**src/hw/rtl/hed_pkg.sv**
```systemverilog
// Shared types, constants and entity tables for the HTML entity decoder.
// No dependencies; every other file of the decoder except hed_ram refers to it by scoped names.
package hed_pkg;

    localparam int MAX_SCAN_DEF  = 32;
    localparam int MAX_LEAD_DEF  = 30;
    localparam int BUF_DEPTH_DEF = 64;
    localparam int ENT_COUNT     = 21;
    localparam int LEAD_W        = 5;
    localparam int PC_W          = 7;

    localparam logic [7:0] CH_AMP   = 8'h26;
    localparam logic [7:0] CH_SEMI  = 8'h3B;
    localparam logic [7:0] CH_HASH  = 8'h23;
    localparam logic [7:0] CH_QMARK = 8'h3F;
    localparam logic [7:0] CH_SPACE = 8'h20;
    localparam logic [7:0] CH_TAB   = 8'h09;
    localparam logic [7:0] CH_CR    = 8'h0D;
    localparam logic [7:0] CH_LF    = 8'h0A;

    typedef struct packed {
        logic ws;
        logic amp;
        logic semi;
    } cls_t;

    typedef struct packed {
        logic [7:0] data;
        logic       last;
        cls_t       cls;
    } item_t;

    typedef struct packed {
        logic              run;
        logic              ient;
        logic [PC_W-1:0]   pc;
        logic [LEAD_W-1:0] lead;
    } stat_t;

    function automatic cls_t classify(input logic [7:0] c);
        cls_t r;
        r.ws   = (c == CH_SPACE) || (c == CH_TAB) || (c == CH_CR) || (c == CH_LF);
        r.amp  = (c == CH_AMP);
        r.semi = (c == CH_SEMI);
        return r;
    endfunction

    // names are right-justified: the last character sits in the lowest byte
    function automatic logic [47:0] ent_name(input logic [4:0] k);
        logic [47:0] nm;
        case (k)
            5'd0:    nm = "amp";
            5'd1:    nm = "lt";
            5'd2:    nm = "gt";
            5'd3:    nm = "quot";
            5'd4:    nm = "apos";
            5'd5:    nm = "nbsp";
            5'd6:    nm = "hellip";
            5'd7:    nm = "mdash";
            5'd8:    nm = "ndash";
            5'd9:    nm = "lsquo";
            5'd10:   nm = "rsquo";
            5'd11:   nm = "ldquo";
            5'd12:   nm = "rdquo";
            5'd13:   nm = "bull";
            5'd14:   nm = "copy";
            5'd15:   nm = "reg";
            5'd16:   nm = "trade";
            5'd17:   nm = "deg";
            5'd18:   nm = "frac12";
            5'd19:   nm = "frac14";
            5'd20:   nm = "frac34";
            default: nm = '0;
        endcase
        return nm;
    endfunction

    function automatic logic [2:0] ent_len(input logic [4:0] k);
        logic [2:0] n;
        case (k)
            5'd1, 5'd2:                                   n = 3'd2;
            5'd0, 5'd15, 5'd17:                           n = 3'd3;
            5'd3, 5'd4, 5'd5, 5'd13, 5'd14:               n = 3'd4;
            5'd7, 5'd8, 5'd9, 5'd10, 5'd11, 5'd12, 5'd16: n = 3'd5;
            5'd6, 5'd18, 5'd19, 5'd20:                    n = 3'd6;
            default:                                      n = 3'd0;
        endcase
        return n;
    endfunction

    function automatic logic [7:0] ent_char(input logic [4:0] k, input logic [2:0] i);
        logic [47:0] nm;
        logic [2:0]  n;
        logic [2:0]  sh;
        nm = ent_name(k);
        n  = ent_len(k);
        sh = n - 3'd1 - i;
        if (i >= n) begin
            return 8'h00;
        end
        return nm[{sh, 3'b000} +: 8];
    endfunction

    function automatic logic [1:0] ent_nb(input logic [4:0] k);
        logic [1:0] n;
        case (k)
            5'd6, 5'd7, 5'd8, 5'd13, 5'd16:       n = 2'd3;
            5'd14, 5'd15, 5'd17, 5'd18, 5'd19, 5'd20: n = 2'd2;
            default:                              n = 2'd1;
        endcase
        return n;
    endfunction

    // byte 0 is sent first
    function automatic logic [2:0][7:0] ent_bytes(input logic [4:0] k);
        logic [2:0][7:0] b;
        b = '0;
        case (k)
            5'd0:         b[0] = 8'h26;
            5'd1:         b[0] = 8'h3C;
            5'd2:         b[0] = 8'h3E;
            5'd3:         b[0] = 8'h22;
            5'd4:         b[0] = 8'h27;
            5'd5:         b[0] = 8'h20;
            5'd6:         b = {8'hA6, 8'h80, 8'hE2};
            5'd7:         b = {8'h94, 8'h80, 8'hE2};
            5'd8:         b = {8'h93, 8'h80, 8'hE2};
            5'd9, 5'd10:  b[0] = 8'h27;
            5'd11, 5'd12: b[0] = 8'h22;
            5'd13:        b = {8'hA2, 8'h80, 8'hE2};
            5'd14:        b = {8'h00, 8'hA9, 8'hC2};
            5'd15:        b = {8'h00, 8'hAE, 8'hC2};
            5'd16:        b = {8'hA2, 8'h84, 8'hE2};
            5'd17:        b = {8'h00, 8'hB0, 8'hC2};
            5'd18:        b = {8'h00, 8'hBD, 8'hC2};
            5'd19:        b = {8'h00, 8'hBC, 8'hC2};
            5'd20:        b = {8'h00, 8'hBE, 8'hC2};
            default:      b = '0;
        endcase
        return b;
    endfunction

endpackage

```
**src/hw/rtl/hed_ram.sv**
```systemverilog
// Generic simple dual-port RAM: one write port, one read port, registered read data.
// No dependencies.
module hed_ram #(
    parameter int WIDTH = 8,
    parameter int DEPTH = 64
) (
    input  logic                     aclk,
    input  logic                     wr_en,
    input  logic [$clog2(DEPTH)-1:0] wr_addr,
    input  logic [WIDTH-1:0]         wr_data,
    input  logic                     rd_en,
    input  logic [$clog2(DEPTH)-1:0] rd_addr,
    output logic [WIDTH-1:0]         rd_data
);

    logic [WIDTH-1:0] mem [DEPTH];
    logic [WIDTH-1:0] rd_data_reg;

    always_ff @(posedge aclk) begin
        if (wr_en) begin
            mem[wr_addr] <= wr_data;
        end
        if (rd_en) begin
            rd_data_reg <= mem[rd_addr];
        end
    end

    assign rd_data = rd_data_reg;

endmodule

```
**src/hw/rtl/hed_front.sv**
```systemverilog
// Input side: accepts stream words, classifies each byte and holds them in a short queue.
// Depends on hed_pkg.
module hed_front (
    input  logic                aclk,
    input  logic                aresetn,
    input  logic                s_tvalid,
    output logic                s_tready,
    input  logic [7:0]          s_tdata,   // [7:0] text_byte
    input  logic                s_tlast,
    output logic                q_valid,
    output hed_pkg::item_t      q_item,
    input  logic                q_pop
);

    hed_pkg::item_t slot_reg [2];
    logic           wp_reg, wp_next;
    logic           rp_reg, rp_next;
    logic [1:0]     cnt_reg, cnt_next;
    logic           push;

    assign s_tready = (cnt_reg != 2'd2);
    assign push     = s_tvalid && s_tready;
    assign q_valid  = (cnt_reg != 2'd0);
    assign q_item   = slot_reg[rp_reg];

    always_comb begin
        wp_next  = wp_reg ^ push;
        rp_next  = rp_reg ^ (q_pop && q_valid);
        cnt_next = cnt_reg + {1'b0, push} - {1'b0, q_pop && q_valid};
    end

    always_ff @(posedge aclk) begin
        if (!aresetn) begin
            wp_reg  <= 1'b0;
            rp_reg  <= 1'b0;
            cnt_reg <= 2'd0;
        end else begin
            wp_reg  <= wp_next;
            rp_reg  <= rp_next;
            cnt_reg <= cnt_next;
        end
    end

    always_ff @(posedge aclk) begin
        if (push) begin
            slot_reg[wp_reg] <= '{data: s_tdata, last: s_tlast,
                                  cls: hed_pkg::classify(s_tdata)};
        end
    end

endmodule

```
**src/hw/rtl/hed_back.sv**
```systemverilog
// Decode engine: entity scanning, replay of aborted entities, decode and output register.
// Depends on hed_pkg and hed_ram.
module hed_back #(
    parameter int MAX_SCAN       = hed_pkg::MAX_SCAN_DEF,
    parameter int MAX_LEAD_SPACE = hed_pkg::MAX_LEAD_DEF,
    parameter int BUF_DEPTH      = hed_pkg::BUF_DEPTH_DEF
) (
    input  logic                aclk,
    input  logic                aresetn,
    input  logic                q_valid,
    input  hed_pkg::item_t      q_item,
    output logic                q_pop,
    output logic                m_tvalid,
    input  logic                m_tready,
    output logic [7:0]          m_tdata,
    output logic                m_tlast,
    output hed_pkg::stat_t      stat
);

    localparam int AW = $clog2(BUF_DEPTH);
    localparam int LW = hed_pkg::LEAD_W;

    typedef enum logic [5:0] {
        ST_RUN   = 6'b000001,
        ST_REPL  = 6'b000010,
        ST_SEQ   = 6'b000100,
        ST_VREQ  = 6'b001000,
        ST_VOUT  = 6'b010000,
        ST_VSEMI = 6'b100000
    } st_t;

    typedef enum logic [2:0] {
        N_SCAN = 3'b001,
        N_TAIL = 3'b010,
        N_BAD  = 3'b100
    } nst_t;

    st_t                      state_reg, state_next;
    logic [AW-1:0]            head_reg, head_next;
    logic [AW-1:0]            pc_reg, pc_next;
    logic [AW-1:0]            rq_reg, rq_next;
    logic [LW-1:0]            lead_reg, lead_next;
    logic                     ient_reg, ient_next;
    logic                     endm_reg, endm_next;
    logic                     adv_reg, adv_next;
    logic [AW-1:0]            k_reg, k_next;
    logic [3:0][7:0]          seq_reg, seq_next;
    logic [2:0]               seqn_reg, seqn_next;
    logic [2:0]               seqi_reg, seqi_next;
    logic [5:0]               lnz_reg, lnz_next;
    logic                     gap_reg, gap_next;
    logic                     hash_reg, hash_next;
    logic                     hex_reg, hex_next;
    logic                     any_reg, any_next;
    nst_t                     nst_reg, nst_next;
    logic [31:0]              cp_reg, cp_next;
    logic [hed_pkg::ENT_COUNT-1:0] match_reg, match_next;
    logic                     hold_v_reg, hold_v_next;
    logic [7:0]               hold_reg, hold_next;
    logic                     o_v_reg, o_v_next;
    logic [7:0]               o_data_reg, o_data_next;
    logic                     o_end_reg, o_end_next;

    logic                     out_free;
    logic                     emit_v;
    logic [7:0]               emit_b;
    logic                     fin_v;
    logic                     endm_eff;
    logic                     step_go, step_repl;
    logic [7:0]               step_b;
    hed_pkg::cls_t            step_c;
    logic [AW-1:0]            body_i;
    logic                     wr_en, rd_en;
    logic [AW-1:0]            wr_addr, rd_addr;
    logic [7:0]               wr_data, rd_data;
    logic                     dig_ok;
    logic [3:0]               dig_v;
    logic                     num_ok, name_hit;
    logic [4:0]               name_k;
    logic [3:0][7:0]          dec_b;
    logic [2:0]               dec_n;
    logic [2:0][7:0]          eb;

    hed_ram #(.WIDTH(8), .DEPTH(1 << AW)) u_buf (
        .aclk    (aclk),
        .wr_en   (wr_en),
        .wr_addr (wr_addr),
        .wr_data (wr_data),
        .rd_en   (rd_en),
        .rd_addr (rd_addr),
        .rd_data (rd_data)
    );

    assign out_free = !o_v_reg || m_tready;
    assign body_i   = pc_reg - AW'(lead_reg);

    // decode of a finished body, from the scan trackers
    always_comb begin
        num_ok   = hash_reg && any_reg && (nst_reg != N_BAD);
        name_hit = 1'b0;
        name_k   = '0;
        for (int k = hed_pkg::ENT_COUNT - 1; k >= 0; k--) begin
            if (match_reg[k] && !hash_reg &&
                ({3'b000, hed_pkg::ent_len(5'(k))} == lnz_reg)) begin
                name_hit = 1'b1;
                name_k   = 5'(k);
            end
        end
        eb    = hed_pkg::ent_bytes(name_k);
        dec_b = '0;
        dec_n = 3'd1;
        if (!num_ok) begin
            dec_b[0] = eb[0];
            dec_b[1] = eb[1];
            dec_b[2] = eb[2];
            dec_n    = {1'b0, hed_pkg::ent_nb(name_k)};
        end else if (cp_reg == 32'h0000_00A0) begin
            dec_b[0] = hed_pkg::CH_SPACE;
        end else if (cp_reg > 32'h0010_FFFF ||
                     (cp_reg >= 32'h0000_D800 && cp_reg <= 32'h0000_DFFF)) begin
            dec_b[0] = hed_pkg::CH_QMARK;
        end else if (cp_reg <= 32'h0000_007F) begin
            dec_b[0] = cp_reg[7:0];
        end else if (cp_reg <= 32'h0000_07FF) begin
            dec_b[0] = 8'hC0 | {3'b000, cp_reg[10:6]};
            dec_b[1] = 8'h80 | {2'b00, cp_reg[5:0]};
            dec_n    = 3'd2;
        end else if (cp_reg <= 32'h0000_FFFF) begin
            dec_b[0] = 8'hE0 | {4'b0000, cp_reg[15:12]};
            dec_b[1] = 8'h80 | {2'b00, cp_reg[11:6]};
            dec_b[2] = 8'h80 | {2'b00, cp_reg[5:0]};
            dec_n    = 3'd3;
        end else begin
            dec_b[0] = 8'hF0 | {5'b00000, cp_reg[20:18]};
            dec_b[1] = 8'h80 | {2'b00, cp_reg[17:12]};
            dec_b[2] = 8'h80 | {2'b00, cp_reg[11:6]};
            dec_b[3] = 8'h80 | {2'b00, cp_reg[5:0]};
            dec_n    = 3'd4;
        end
    end

    always_comb begin
        state_next  = state_reg;
        head_next   = head_reg;
        pc_next     = pc_reg;
        rq_next     = rq_reg;
        lead_next   = lead_reg;
        ient_next   = ient_reg;
        endm_next   = endm_reg;
        adv_next    = adv_reg;
        k_next      = k_reg;
        seq_next    = seq_reg;
        seqn_next   = seqn_reg;
        seqi_next   = seqi_reg;
        lnz_next    = lnz_reg;
        gap_next    = gap_reg;
        hash_next   = hash_reg;
        hex_next    = hex_reg;
        any_next    = any_reg;
        nst_next    = nst_reg;
        cp_next     = cp_reg;
        match_next  = match_reg;
        hold_v_next = hold_v_reg;
        hold_next   = hold_reg;
        o_v_next    = o_v_reg && !m_tready;
        o_data_next = o_data_reg;
        o_end_next  = o_end_reg;
        emit_v      = 1'b0;
        emit_b      = '0;
        fin_v       = 1'b0;
        q_pop       = 1'b0;
        step_go     = 1'b0;
        step_repl   = 1'b0;
        step_b      = q_item.data;
        rd_en       = 1'b0;
        rd_addr     = head_reg + pc_reg;
        wr_en       = 1'b0;
        wr_addr     = head_reg + pc_reg;
        wr_data     = q_item.data;
        dig_ok      = 1'b0;
        dig_v       = '0;

        case (state_reg)
            ST_RUN: begin
                if (rq_reg != '0) begin
                    rd_en      = 1'b1;
                    state_next = ST_REPL;
                end else if (endm_reg) begin
                    if (out_free) begin
                        if (ient_reg) begin
                            // string ended inside an entity: replay the whole buffer
                            emit_v    = 1'b1;
                            emit_b    = hed_pkg::CH_AMP;
                            rq_next   = pc_reg;
                            pc_next   = '0;
                            lead_next = '0;
                            ient_next = 1'b0;
                        end else begin
                            fin_v     = hold_v_reg;
                            endm_next = 1'b0;
                        end
                    end
                end else if (q_valid && out_free) begin
                    step_go   = 1'b1;
                    q_pop     = 1'b1;
                    endm_next = q_item.last;
                end
            end
            ST_REPL: begin
                if (out_free) begin
                    step_go    = 1'b1;
                    step_repl  = 1'b1;
                    step_b     = rd_data;
                    state_next = ST_RUN;
                end
            end
            ST_SEQ: begin
                if (out_free) begin
                    emit_v    = 1'b1;
                    emit_b    = seq_reg[seqi_reg[1:0]];
                    seqi_next = seqi_reg + 3'd1;
                    if (seqi_reg + 3'd1 == seqn_reg) begin
                        state_next = ST_RUN;
                    end
                end
            end
            ST_VREQ: begin
                rd_en      = 1'b1;
                rd_addr    = head_reg + k_reg;
                state_next = ST_VOUT;
            end
            ST_VOUT: begin
                if (out_free) begin
                    emit_v     = 1'b1;
                    emit_b     = rd_data;
                    k_next     = k_reg + 1'b1;
                    state_next = (k_reg + 1'b1 == pc_reg) ? ST_VSEMI : ST_VREQ;
                end
            end
            ST_VSEMI: begin
                if (out_free) begin
                    emit_v     = 1'b1;
                    emit_b     = hed_pkg::CH_SEMI;
                    head_next  = head_reg + pc_reg + AW'(adv_reg);
                    pc_next    = '0;
                    state_next = ST_RUN;
                end
            end
            default: begin
                state_next = ST_RUN;
            end
        endcase

        step_c = hed_pkg::classify(step_b);

        if (step_go) begin
            if (!ient_reg) begin
                if (step_c.amp) begin
                    ient_next  = 1'b1;
                    pc_next    = '0;
                    lead_next  = '0;
                    lnz_next   = '0;
                    gap_next   = 1'b0;
                    hash_next  = 1'b0;
                    hex_next   = 1'b0;
                    any_next   = 1'b0;
                    nst_next   = N_SCAN;
                    cp_next    = '0;
                    match_next = '1;
                end else begin
                    emit_v = 1'b1;
                    emit_b = step_b;
                end
                if (step_repl) begin
                    head_next = head_reg + 1'b1;
                    rq_next   = rq_reg - 1'b1;
                end
            end else if ((pc_reg == AW'(lead_reg)) && step_c.ws &&
                         (lead_reg < LW'(MAX_LEAD_SPACE)) &&
                         (pc_reg < AW'(BUF_DEPTH - 2))) begin
                wr_en     = !step_repl;
                pc_next   = pc_reg + 1'b1;
                lead_next = lead_reg + 1'b1;
                if (step_repl) begin
                    rq_next = rq_reg - 1'b1;
                end
            end else if (!((pc_reg == AW'(lead_reg)) && step_c.ws) && step_c.semi) begin
                // close the entity
                adv_next  = step_repl;
                ient_next = 1'b0;
                lead_next = '0;
                if (step_repl) begin
                    rq_next = rq_reg - 1'b1;
                end
                if (num_ok || name_hit) begin
                    seq_next   = dec_b;
                    seqn_next  = dec_n;
                    seqi_next  = '0;
                    head_next  = head_reg + pc_reg + AW'(step_repl);
                    pc_next    = '0;
                    state_next = ST_SEQ;
                end else begin
                    emit_v     = 1'b1;
                    emit_b     = hed_pkg::CH_AMP;
                    k_next     = '0;
                    state_next = (pc_reg == '0) ? ST_VSEMI : ST_VREQ;
                end
            end else if (!((pc_reg == AW'(lead_reg)) && step_c.ws) &&
                         (body_i < AW'(MAX_SCAN)) && (pc_reg < AW'(BUF_DEPTH - 2))) begin
                wr_en   = !step_repl;
                pc_next = pc_reg + 1'b1;
                if (step_repl) begin
                    rq_next = rq_reg - 1'b1;
                end
                if (step_c.ws) begin
                    gap_next = 1'b1;
                    if (nst_reg == N_SCAN) begin
                        nst_next = N_TAIL;
                    end
                end else begin
                    lnz_next = 6'(body_i) + 6'd1;
                    gap_next = 1'b0;
                    for (int k = 0; k < hed_pkg::ENT_COUNT; k++) begin
                        if (gap_reg || (body_i >= AW'(6)) ||
                            ({1'b0, body_i[2:0]} >= {1'b0, hed_pkg::ent_len(5'(k))}) ||
                            (hed_pkg::ent_char(5'(k), body_i[2:0]) != step_b)) begin
                            match_next[k] = 1'b0;
                        end
                    end
                    if (step_b >= 8'h30 && step_b <= 8'h39) begin
                        dig_ok = 1'b1;
                        dig_v  = step_b[3:0];
                    end else if (hex_reg && step_b >= 8'h61 && step_b <= 8'h66) begin
                        dig_ok = 1'b1;
                        dig_v  = step_b[3:0] + 4'd9;
                    end else if (hex_reg && step_b >= 8'h41 && step_b <= 8'h46) begin
                        dig_ok = 1'b1;
                        dig_v  = step_b[3:0] + 4'd9;
                    end
                    if (body_i == '0) begin
                        hash_next = (step_b == hed_pkg::CH_HASH);
                    end else if ((body_i == AW'(1)) && (nst_reg == N_SCAN) &&
                                 (step_b == 8'h78 || step_b == 8'h58)) begin
                        hex_next = 1'b1;
                    end else if ((nst_reg == N_SCAN) && dig_ok) begin
                        any_next = 1'b1;
                        cp_next  = hex_reg ? ({cp_reg[27:0], 4'b0000} + {28'd0, dig_v})
                                           : ({cp_reg[28:0], 3'b000} + {cp_reg[30:0], 1'b0}
                                              + {28'd0, dig_v});
                    end else begin
                        nst_next = N_BAD;
                    end
                end
            end else begin
                // abort: send '&' and feed the buffer back, then this byte
                emit_v    = 1'b1;
                emit_b    = hed_pkg::CH_AMP;
                ient_next = 1'b0;
                pc_next   = '0;
                lead_next = '0;
                if (step_repl) begin
                    rq_next = pc_reg + rq_reg;
                end else begin
                    wr_en   = 1'b1;
                    rq_next = pc_reg + 1'b1;
                end
            end
        end

        // output: during an end-marked string keep one byte back to tag the last
        endm_eff = endm_reg || (q_pop && q_item.last);
        if (fin_v) begin
            o_v_next    = 1'b1;
            o_data_next = hold_reg;
            o_end_next  = 1'b1;
            hold_v_next = 1'b0;
        end else if (emit_v) begin
            if (endm_eff) begin
                if (hold_v_reg) begin
                    o_v_next    = 1'b1;
                    o_data_next = hold_reg;
                    o_end_next  = 1'b0;
                end
                hold_next   = emit_b;
                hold_v_next = 1'b1;
            end else begin
                o_v_next    = 1'b1;
                o_data_next = emit_b;
                o_end_next  = 1'b0;
            end
        end
    end

    always_ff @(posedge aclk) begin
        if (!aresetn) begin
            state_reg  <= ST_RUN;
            head_reg   <= '0;
            pc_reg     <= '0;
            rq_reg     <= '0;
            lead_reg   <= '0;
            ient_reg   <= 1'b0;
            endm_reg   <= 1'b0;
            hold_v_reg <= 1'b0;
            o_v_reg    <= 1'b0;
        end else begin
            state_reg  <= state_next;
            head_reg   <= head_next;
            pc_reg     <= pc_next;
            rq_reg     <= rq_next;
            lead_reg   <= lead_next;
            ient_reg   <= ient_next;
            endm_reg   <= endm_next;
            hold_v_reg <= hold_v_next;
            o_v_reg    <= o_v_next;
        end
    end

    always_ff @(posedge aclk) begin
        adv_reg    <= adv_next;
        k_reg      <= k_next;
        seq_reg    <= seq_next;
        seqn_reg   <= seqn_next;
        seqi_reg   <= seqi_next;
        lnz_reg    <= lnz_next;
        gap_reg    <= gap_next;
        hash_reg   <= hash_next;
        hex_reg    <= hex_next;
        any_reg    <= any_next;
        nst_reg    <= nst_next;
        cp_reg     <= cp_next;
        match_reg  <= match_next;
        hold_reg   <= hold_next;
        o_data_reg <= o_data_next;
        o_end_reg  <= o_end_next;
    end

    assign m_tvalid  = o_v_reg;
    assign m_tdata   = o_data_reg;
    assign m_tlast   = o_end_reg;
    assign stat.run  = (state_reg == ST_RUN);
    assign stat.ient = ient_reg;
    assign stat.pc   = hed_pkg::PC_W'(pc_reg);
    assign stat.lead = lead_reg;

endmodule

```
**src/hw/rtl/html_entity_decoder.sv**
```systemverilog
// Top level of the HTML entity decoder (text bytes in, UTF-8 bytes out).
// Depends on hed_pkg, hed_front, hed_back and hed_ram.
//
//  channel  | dir | tdata             | tlast
//  ---------+-----+-------------------+-----------
//  s_       | in  | [7:0] text_byte   | text_end
//  m_       | out | [7:0] result_byte | result_end
//
// Plain bytes pass at one per cycle while the output is not stalled. Every byte fed back
// from the entity buffer takes a read of the buffer RAM and then a decode step, and an unknown
// entity is written out with a read and an output step per buffered byte for the same reason.
// A decoded entity emits one to four bytes at one per cycle while the output is not stalled.
// Reset: aresetn low for one clock; no clearing pass.
// Either side may stall on its own: a two-word input queue and an output register part them.
module html_entity_decoder #(
    parameter int MAX_SCAN       = hed_pkg::MAX_SCAN_DEF,
    parameter int MAX_LEAD_SPACE = hed_pkg::MAX_LEAD_DEF,
    parameter int BUF_DEPTH      = hed_pkg::BUF_DEPTH_DEF
) (
    input  logic       aclk,
    input  logic       aresetn,
    input  logic       s_tvalid,
    output logic       s_tready,
    input  logic [7:0] s_tdata,   // [7:0] text_byte
    input  logic       s_tlast,
    output logic       m_tvalid,
    input  logic       m_tready,
    output logic [7:0] m_tdata,   // [7:0] result_byte
    output logic       m_tlast
);

    logic           q_valid;
    logic           q_pop;
    hed_pkg::item_t q_item;
    hed_pkg::stat_t stat;

    hed_front u_front (
        .aclk     (aclk),
        .aresetn  (aresetn),
        .s_tvalid (s_tvalid),
        .s_tready (s_tready),
        .s_tdata  (s_tdata),
        .s_tlast  (s_tlast),
        .q_valid  (q_valid),
        .q_item   (q_item),
        .q_pop    (q_pop)
    );

    hed_back #(
        .MAX_SCAN       (MAX_SCAN),
        .MAX_LEAD_SPACE (MAX_LEAD_SPACE),
        .BUF_DEPTH      (BUF_DEPTH)
    ) u_back (
        .aclk     (aclk),
        .aresetn  (aresetn),
        .q_valid  (q_valid),
        .q_item   (q_item),
        .q_pop    (q_pop),
        .m_tvalid (m_tvalid),
        .m_tready (m_tready),
        .m_tdata  (m_tdata),
        .m_tlast  (m_tlast),
        .stat     (stat)
    );

    a_pc_bound: assert property (@(posedge aclk) disable iff (!aresetn)
        stat.pc <= hed_pkg::PC_W'(BUF_DEPTH - 2))
        else $error("entity buffer count over limit");

    a_lead_bound: assert property (@(posedge aclk) disable iff (!aresetn)
        (stat.lead <= hed_pkg::LEAD_W'(MAX_LEAD_SPACE)) &&
        ({2'b00, stat.lead} <= stat.pc))
        else $error("leading whitespace count inconsistent");

    a_idle_empty: assert property (@(posedge aclk) disable iff (!aresetn)
        (stat.run && !stat.ient) |-> (stat.pc == '0))
        else $error("pending bytes left outside an entity");

    a_reset_out: assert property (@(posedge aclk)
        !aresetn |=> !m_tvalid)
        else $error("output valid right after reset");

endmodule

```
**config.mk**
```make
export PLATFORM = sky130hd
export DESIGN_NAME = html_entity_decoder
export DESIGN_NICKNAME = d
export VERILOG_FILES = /design/src/hw/rtl/hed_pkg.sv /design/src/hw/rtl/hed_ram.sv /design/src/hw/rtl/hed_front.sv /design/src/hw/rtl/hed_back.sv /design/src/hw/rtl/html_entity_decoder.sv
export SDC_FILE = /design/constraint.sdc
export NUM_CORES = 1
export LEC_CHECK = 0
export BUFFER_PORTS_ARGS = -buffer_cell sky130_fd_sc_hd__buf_2
export CAP_MARGIN = 20
export CORE_AREA = 8 8 357 272
export DETAILED_ROUTE_END_ITERATION = 7
export DIE_AREA = 0 0 365 280
export PLACE_DENSITY_LB_ADDON = 0.3
export SYNTH_ARGS = -nofsm -noshare
export SYNTH_HDL_FRONTEND = slang
export SYNTH_SLANG_ARGS = --single-unit
```
**constraint.sdc**
```tcl
create_clock -name aclk -period 9.35 [get_ports aclk]
set_input_delay 0.935 -clock aclk [delete_from_list [all_inputs] [get_ports aclk]]
set_output_delay 0.935 -clock aclk [all_outputs]
set_load 0.02 [all_outputs]
```
Word level (Yosys, flattened, before mapping) --
Memories as Yosys holds them, arrays and structs flattened. A register that Yosys moved wholly into a read port is not among the register bits. Index checks and enable logic that the tools add are counted.
Cells by class: add/subtract/negate cells 29, multiply operators 0, div/mod/pow operators 0, magnitude comparators 27, equality and inequality tests 111, shift-type cells 21, muxes and demuxes 653, bitwise logic cells 7, reduce and logical (&&, ||, !) cells 157
Operators by type and width (count):
- $mux 48 | 126
- $mux 8 | 176
- $shiftx 48x7->8 | 21
- $mux 6 | 60
- $mux 32 | 10
- $pmux 16 s11 | 1
- $ne 8x8->1 | 21
- $mux 1 | 166
- $mux 5 | 32
- $reduce_and 7->1 | 22
- $mux 3 | 48
- $mux 21 | 6
- $add 32x4->32 | 2
- $le 32x16->1 const B | 2
- $logic_and 1x1->1 | 64
- $mux 16 | 4
- $pmux 8 s8 | 1
- $ne 2x2->1 const B | 31
- $eq 8x6->1 const B | 7
- $eq 8x4->1 const B | 6
- $eq 5x4->1 const B | 8
- $logic_or 1x1->1 | 38
- $mux 4 | 9
- $add 32x32->32 | 1
- other kinds (72) | 143
Word-level totals: bits in registers 165, bits in latches 0, bits in writable memories 536, memory bits (read-only) 64, input port bits 13, output and inout port bits 11, logic and storage cells 1061, memories kept 3
Memory list:
- u_back.u_buf.mem | words 64, bits a word 8, read ports 1, clocked after memory_dff 1, wr ports 1, RTL line hed_ram.sv:16 | logic [WIDTH-1:0] mem [DEPTH];
- (no name shown) | words 32, bits a word 2, read ports 1, clocked after memory_dff 0, wr ports 0, RTL line hed_pkg.sv:106 | case (k)
- u_front.slot_reg | words 2, bits a word 12, read ports 1, clocked after memory_dff 1, wr ports 1, RTL line hed_front.sv:15 | hed_pkg::item_t slot_reg [2];

Depth between registers and ports, before layout --
word-level depth 40, depth in mapped cells 25

Cells and area by module --
A second synthesis with hierarchy kept.
Unflattened totals: cells, all modules 2706, area total of the unflattened synthesis 35597.9 um^2
By module, submodules not included:
- hed_ram | instances 1, cells an instance 972, area each 20270.7 um^2, sequential area each 15615.0 um^2
- hed_back | instances 1, cells an instance 1656, area each 14104.8 um^2, sequential area each 4284.1 um^2
- hed_front | instances 1, cells an instance 78, area each 1222.4 um^2, sequential area each 820.8 um^2

Worst setup path after synthesis --
OpenSTA, ideal clock, no wires.
path type input -> register, from input port m_tready, to register u_back.cp_reg[31] (data pin), data arrival time 6330 ps, required time 9080 ps, path slack 2750 ps, stages 23, buffers on the path 3, cells stage by stage nand2b_1 -> nand3_2 -> buf_2 -> mux2i_1 -> clkbuf_1 -> clkbuf_1 -> ha_1 -> o22ai_1 -> a211oi_1 -> a31oi_1 -> xnor2_1 -> nor2_1 -> fa_1 -> ha_1 -> a21oi_1 -> o211ai_1 -> o21bai_1 -> a311oi_1 -> o211ai_1 -> a21boi_0 -> a31oi_1 -> mux2i_1 -> o21ai_0
Between the ends: longest elaborated chain between the ends 25
RTL lines:
- start, declared | RTL line html_entity_decoder.sv:27 | input logic m_tready,
- $logic_or 1x1->1 (*) | RTL line hed_back.sv:94 | assign out_free = !o_v_reg || m_tready;
- $mux 8 (*) | RTL line hed_back.sv:210 | if (out_free) begin
- $mux 8 (*) | RTL line hed_back.sv:183 | case (state_reg)
- $ge 8x7->1 | RTL line hed_back.sv:336 | end else if (hex_reg && step_b >= 8'h41 && step_b <= 8'h46) begin
- $logic_and 1x1->1 (2 in a row) | RTL line hed_back.sv:336
- $mux 4 | RTL line hed_back.sv:336
- $mux 4 | RTL line hed_back.sv:333 | end else if (hex_reg && step_b >= 8'h61 && step_b <= 8'h66) begin
- $mux 4 (*) | RTL line hed_back.sv:330 | if (step_b >= 8'h30 && step_b <= 8'h39) begin
- (+8 left out)
- $mux 32 (*) | RTL line hed_back.sv:345 | end else if ((nst_reg == N_SCAN) && dig_ok) begin
- $mux 32 (*) | RTL line hed_back.sv:342 | end else if ((body_i == AW'(1)) && (nst_reg == N_SCAN) &&
- $mux 32 (*) | RTL line hed_back.sv:340 | if (body_i == '0) begin
- $mux 32 (*) | RTL line hed_back.sv:315 | if (step_c.ws) begin
- $mux 32 (*) | RTL line hed_back.sv:308 | end else if (!((pc_reg == AW'(lead_reg)) && step_c.ws) &&
- $mux 32 (*) | RTL line hed_back.sv:287 | end else if (!((pc_reg == AW'(lead_reg)) && step_c.ws) && step_c.semi) begin
- $mux 32 (*) | RTL line hed_back.sv:278 | end else if ((pc_reg == AW'(lead_reg)) && step_c.ws &&
- $mux 32 (*) | RTL line hed_back.sv:257 | if (!ient_reg) begin
- end signal, assigned | RTL line hed_back.sv:430 | cp_reg <= cp_next;
- end, declared | RTL line hed_back.sv:56 | logic [31:0] cp_reg, cp_next;
Mark *: on every way between the ends. The rest lies on a longest branch, timed or not. The select of a mux whose other input is x is not followed. A chain may end at the register's enable or synchronous reset.

==> reports/metrics.cfg <==
[floorplan]
die_h_um=280
io_pins=24
core_mm2=0.09200
die-area_mm2=0.1022
core.rowCount=97
die_w_um=365
initial_core_util_pct=39.46

[synthesis]
synth_area_per_cell_um2=12.46
ys_top_cells_by_area=edfxtp_1, mux2i_1, ha_1, dfxtp_1, nor2_1
synth_cells=2912
synth-main-ff-cell=edfxtp_1
synth_seq_cells=700
seq_area_frac_synth_pct=56.59
yosys.area.top_type=edfxtp_1
yosysUniqueCellTypes=84
syn_nets=3047
netlist_area_mm2=0.03630
synth_warnings=0
synth_top_area_share_pct=53.94
synth_edf_count=652
synth-async-reset-ratio_pct=0

[sta]
tns_ns=0
grt_setup_unrepaired=false
worst_pin_slew_ns=1.242
finalSetupViolCount=0
fin_crit_sh_pct=75.74
timing.fmax_ghz=0.1412
skew_ns=0.03587
maxSlewHeadroom_pct=17.19
maxSlewViolCount=0
hold_violations=0
post-route-min-period_ns=7.081

[cts]
cts_max_level=3
clock_sinks=700
cts_resized=0
cts_buffer_depth=3
cts_setup_buffers=0
cts_root_buffer=clkbuf_16
cts_buffers=75
ctsHoldBuffers=0
cts_tree=built
path_clk_slew_ns=0.06
clkLatencyLatePin_ns=0.65

[critical_path]
cpMaxStageDelayCell=a211oi_1
path_class=reg -> reg
cp-start-kind=register
cp.buffers_inverters=1
arrival_ns=7.44
crit_path_end_kind=register
r2r_setup_slack_ns=2.27
worst-endpoint-required_ns=9.71
critPathTopFamily=compound AO/OA/AOI/OAI gates
cp_slowest_stage_delay_ns=0.75
crit_chain=mux2_2 -> buf_4 -> mux2i_2 -> ha_1 -> o22ai_1 -> a211oi_1 -> a31oi_1 -> xnor2_1 -> nor2_1 -> fa_1 -> ha_1 -> a21oi_1 -> o211ai_1 -> o21bai_1 -> a311oi_1 -> o211ai_1 -> a21boi_0 -> a31oi_1 -> mux2i_1 -> o21ai_0
cp_max_fo=65

[grt]
gr-total-overflow=0
grt_pass1_vias=23500
grt_max_degree=141
grt_antenna_before_repair=5
grtUsageTotal_pct=18.12
grt_pass1_wl_um=144400

[routing]
wl_met1_um=46500
vias_per_cell=5.714
drt_iter0_drc=2607
antenna_left=0
routedWlPerCell_um=22.58
top_layer=met4
drt-total-wl_um=94830
drc=0
num_vias=24000
drt_pass1_iterations=6
met3_length_um=8481
met2_length_um=38340

[power_and_ir_drop]
clkPwrFrac_pct=37.8
seq_power_share_pct=47.7
p_int_mw=5.739
p_switching_mw=2.151
p_per_area_mw_per_mm2=195.9
power_leakage_nw=16.67
switching_share_pct=27.26
ir_drop_v=0.0001345
combinationalPowerShare_pct=14.5

[placed_design]
dp_cells=4056
hpwl_um=64270
io_buffers=23
place_congestion=0.9456

[run_status]
status=finished clean

[job]
cap_violations=0

[final_layout]
largest_reg_flops=512
drive_gt1_share_pct=9.419
area_growth_syn_to_layout_pct=10.95
nets=3036
finalNonFillerCells=4200

[min_path]
min_path_type=in -> reg

final timing paths:
kind	depth (start not counted)	end	start
hold reg to reg	2	u_back.m_tlast	u_back.m_tlast
setup reg to reg	20	u_back.cp_reg[31]	register
hold / removal	1	u_front.slot_reg[1][11]	s_tdata[7]
setup / recovery	20	u_back.cp_reg[31]	register
area by class of cell:
cell class	count	area, um^2
tap	1237	1548
inverter	57	214.0
sequential	700	20540
antenna	1	2.502
clock buffer	94	2019
multi-input combinational	1997	14980
clock inverter	44	451.7
timing repair buffer	70	518.0
fill	8396	51720
placed cells by master, fill, tap and decap left out, drive strengths merged, types with 30 or more instances in the layout:
| cell type | count |
|---|---|
| a21oi | 133 |
| mux2i | 484 |
| nand2 | 145 |
| nand2b | 30 |
| dfxtp | 48 |
| inv | 59 |
| nor3 | 48 |
| xor2 | 39 |
| mux2 | 46 |
| nand3 | 67 |
| ha | 116 |
| clkinv | 32 |
| nor2 | 253 |
| nor2b | 32 |
| o21ai | 90 |
| xnor2 | 91 |
| a31oi | 32 |
| buf | 70 |
| edfxtp | 652 |
| clkbuf | 94 |
Yosys cell counts, drive strengths merged, types with 10 or more instances:
| cell type | count |
|---|---|
| nand4 | 21 |
| a21o | 29 |
| or3 | 13 |
| a21oi | 133 |
| o211ai | 28 |
| or2 | 11 |
| nand2 | 145 |
| dfxtp | 48 |
| mux2 | 46 |
| and2 | 27 |
| o21ai | 90 |
| mux2i | 484 |
| edfxtp | 652 |
| xnor2 | 91 |
| nand3 | 67 |
| nor3 | 48 |
| inv | 54 |
| buf | 66 |
| a211oi | 24 |
| nand2b | 30 |
| nor4 | 26 |
| a211o | 15 |
| ha | 116 |
| clkbuf | 92 |
| xor2 | 39 |
| nor2 | 253 |
| o21bai | 10 |
| and3 | 18 |
| o22ai | 15 |
| nor2b | 32 |
| a31oi | 32 |
per-stage QoR:
stage	setup slack (ns)	hold WS, ns	util [%]	cell area [um^2]	power (mW)
detailed placement	2.017	0.4851	41.02	37730	4.937
floorplan	2.750	0.4495	-	36300	4.489
CTS	2.367	0.4424	43.70	40210	7.920
global route	1.763	0.4633	43.78	40270	8.165
global placement	2.173	0.4737	41.02	37730	4.915
finish	2.269	0.4849	43.78	40270	7.890
per-layer routing:
metal	global-route usage, %	vias up
met2	24.84	1001
met4	4.067	0
met5	0	-
li1	-	11010
met3	4.293	116
met1	28.54	11870
cells by family after synthesis:
logic type | after synthesis | synth area share, %
adder cells (fa/ha/maj) | 122 | 4.330
AO/OA/AOI/OAI | 483 | 8.690
AND/OR/NAND/NOR | 725 | 9.635
flip-flops | 700 | 56.59
XOR/XNOR | 130 | 3.137
buffers and inverters | 215 | 2.403
multiplexers | 537 | 15.22
power groups by stage:
stage               combinational [mW]  sequential, mW  clock, mW
finish                            1.15            3.76       2.98
floorplan                        0.701            3.79          0
global route                      1.24            3.76       3.16
global placement                  1.09            3.82          0
CTS                               1.12            3.76       3.05
detailed placement                1.11            3.82          0
Power figures use the tool's default switching activity.
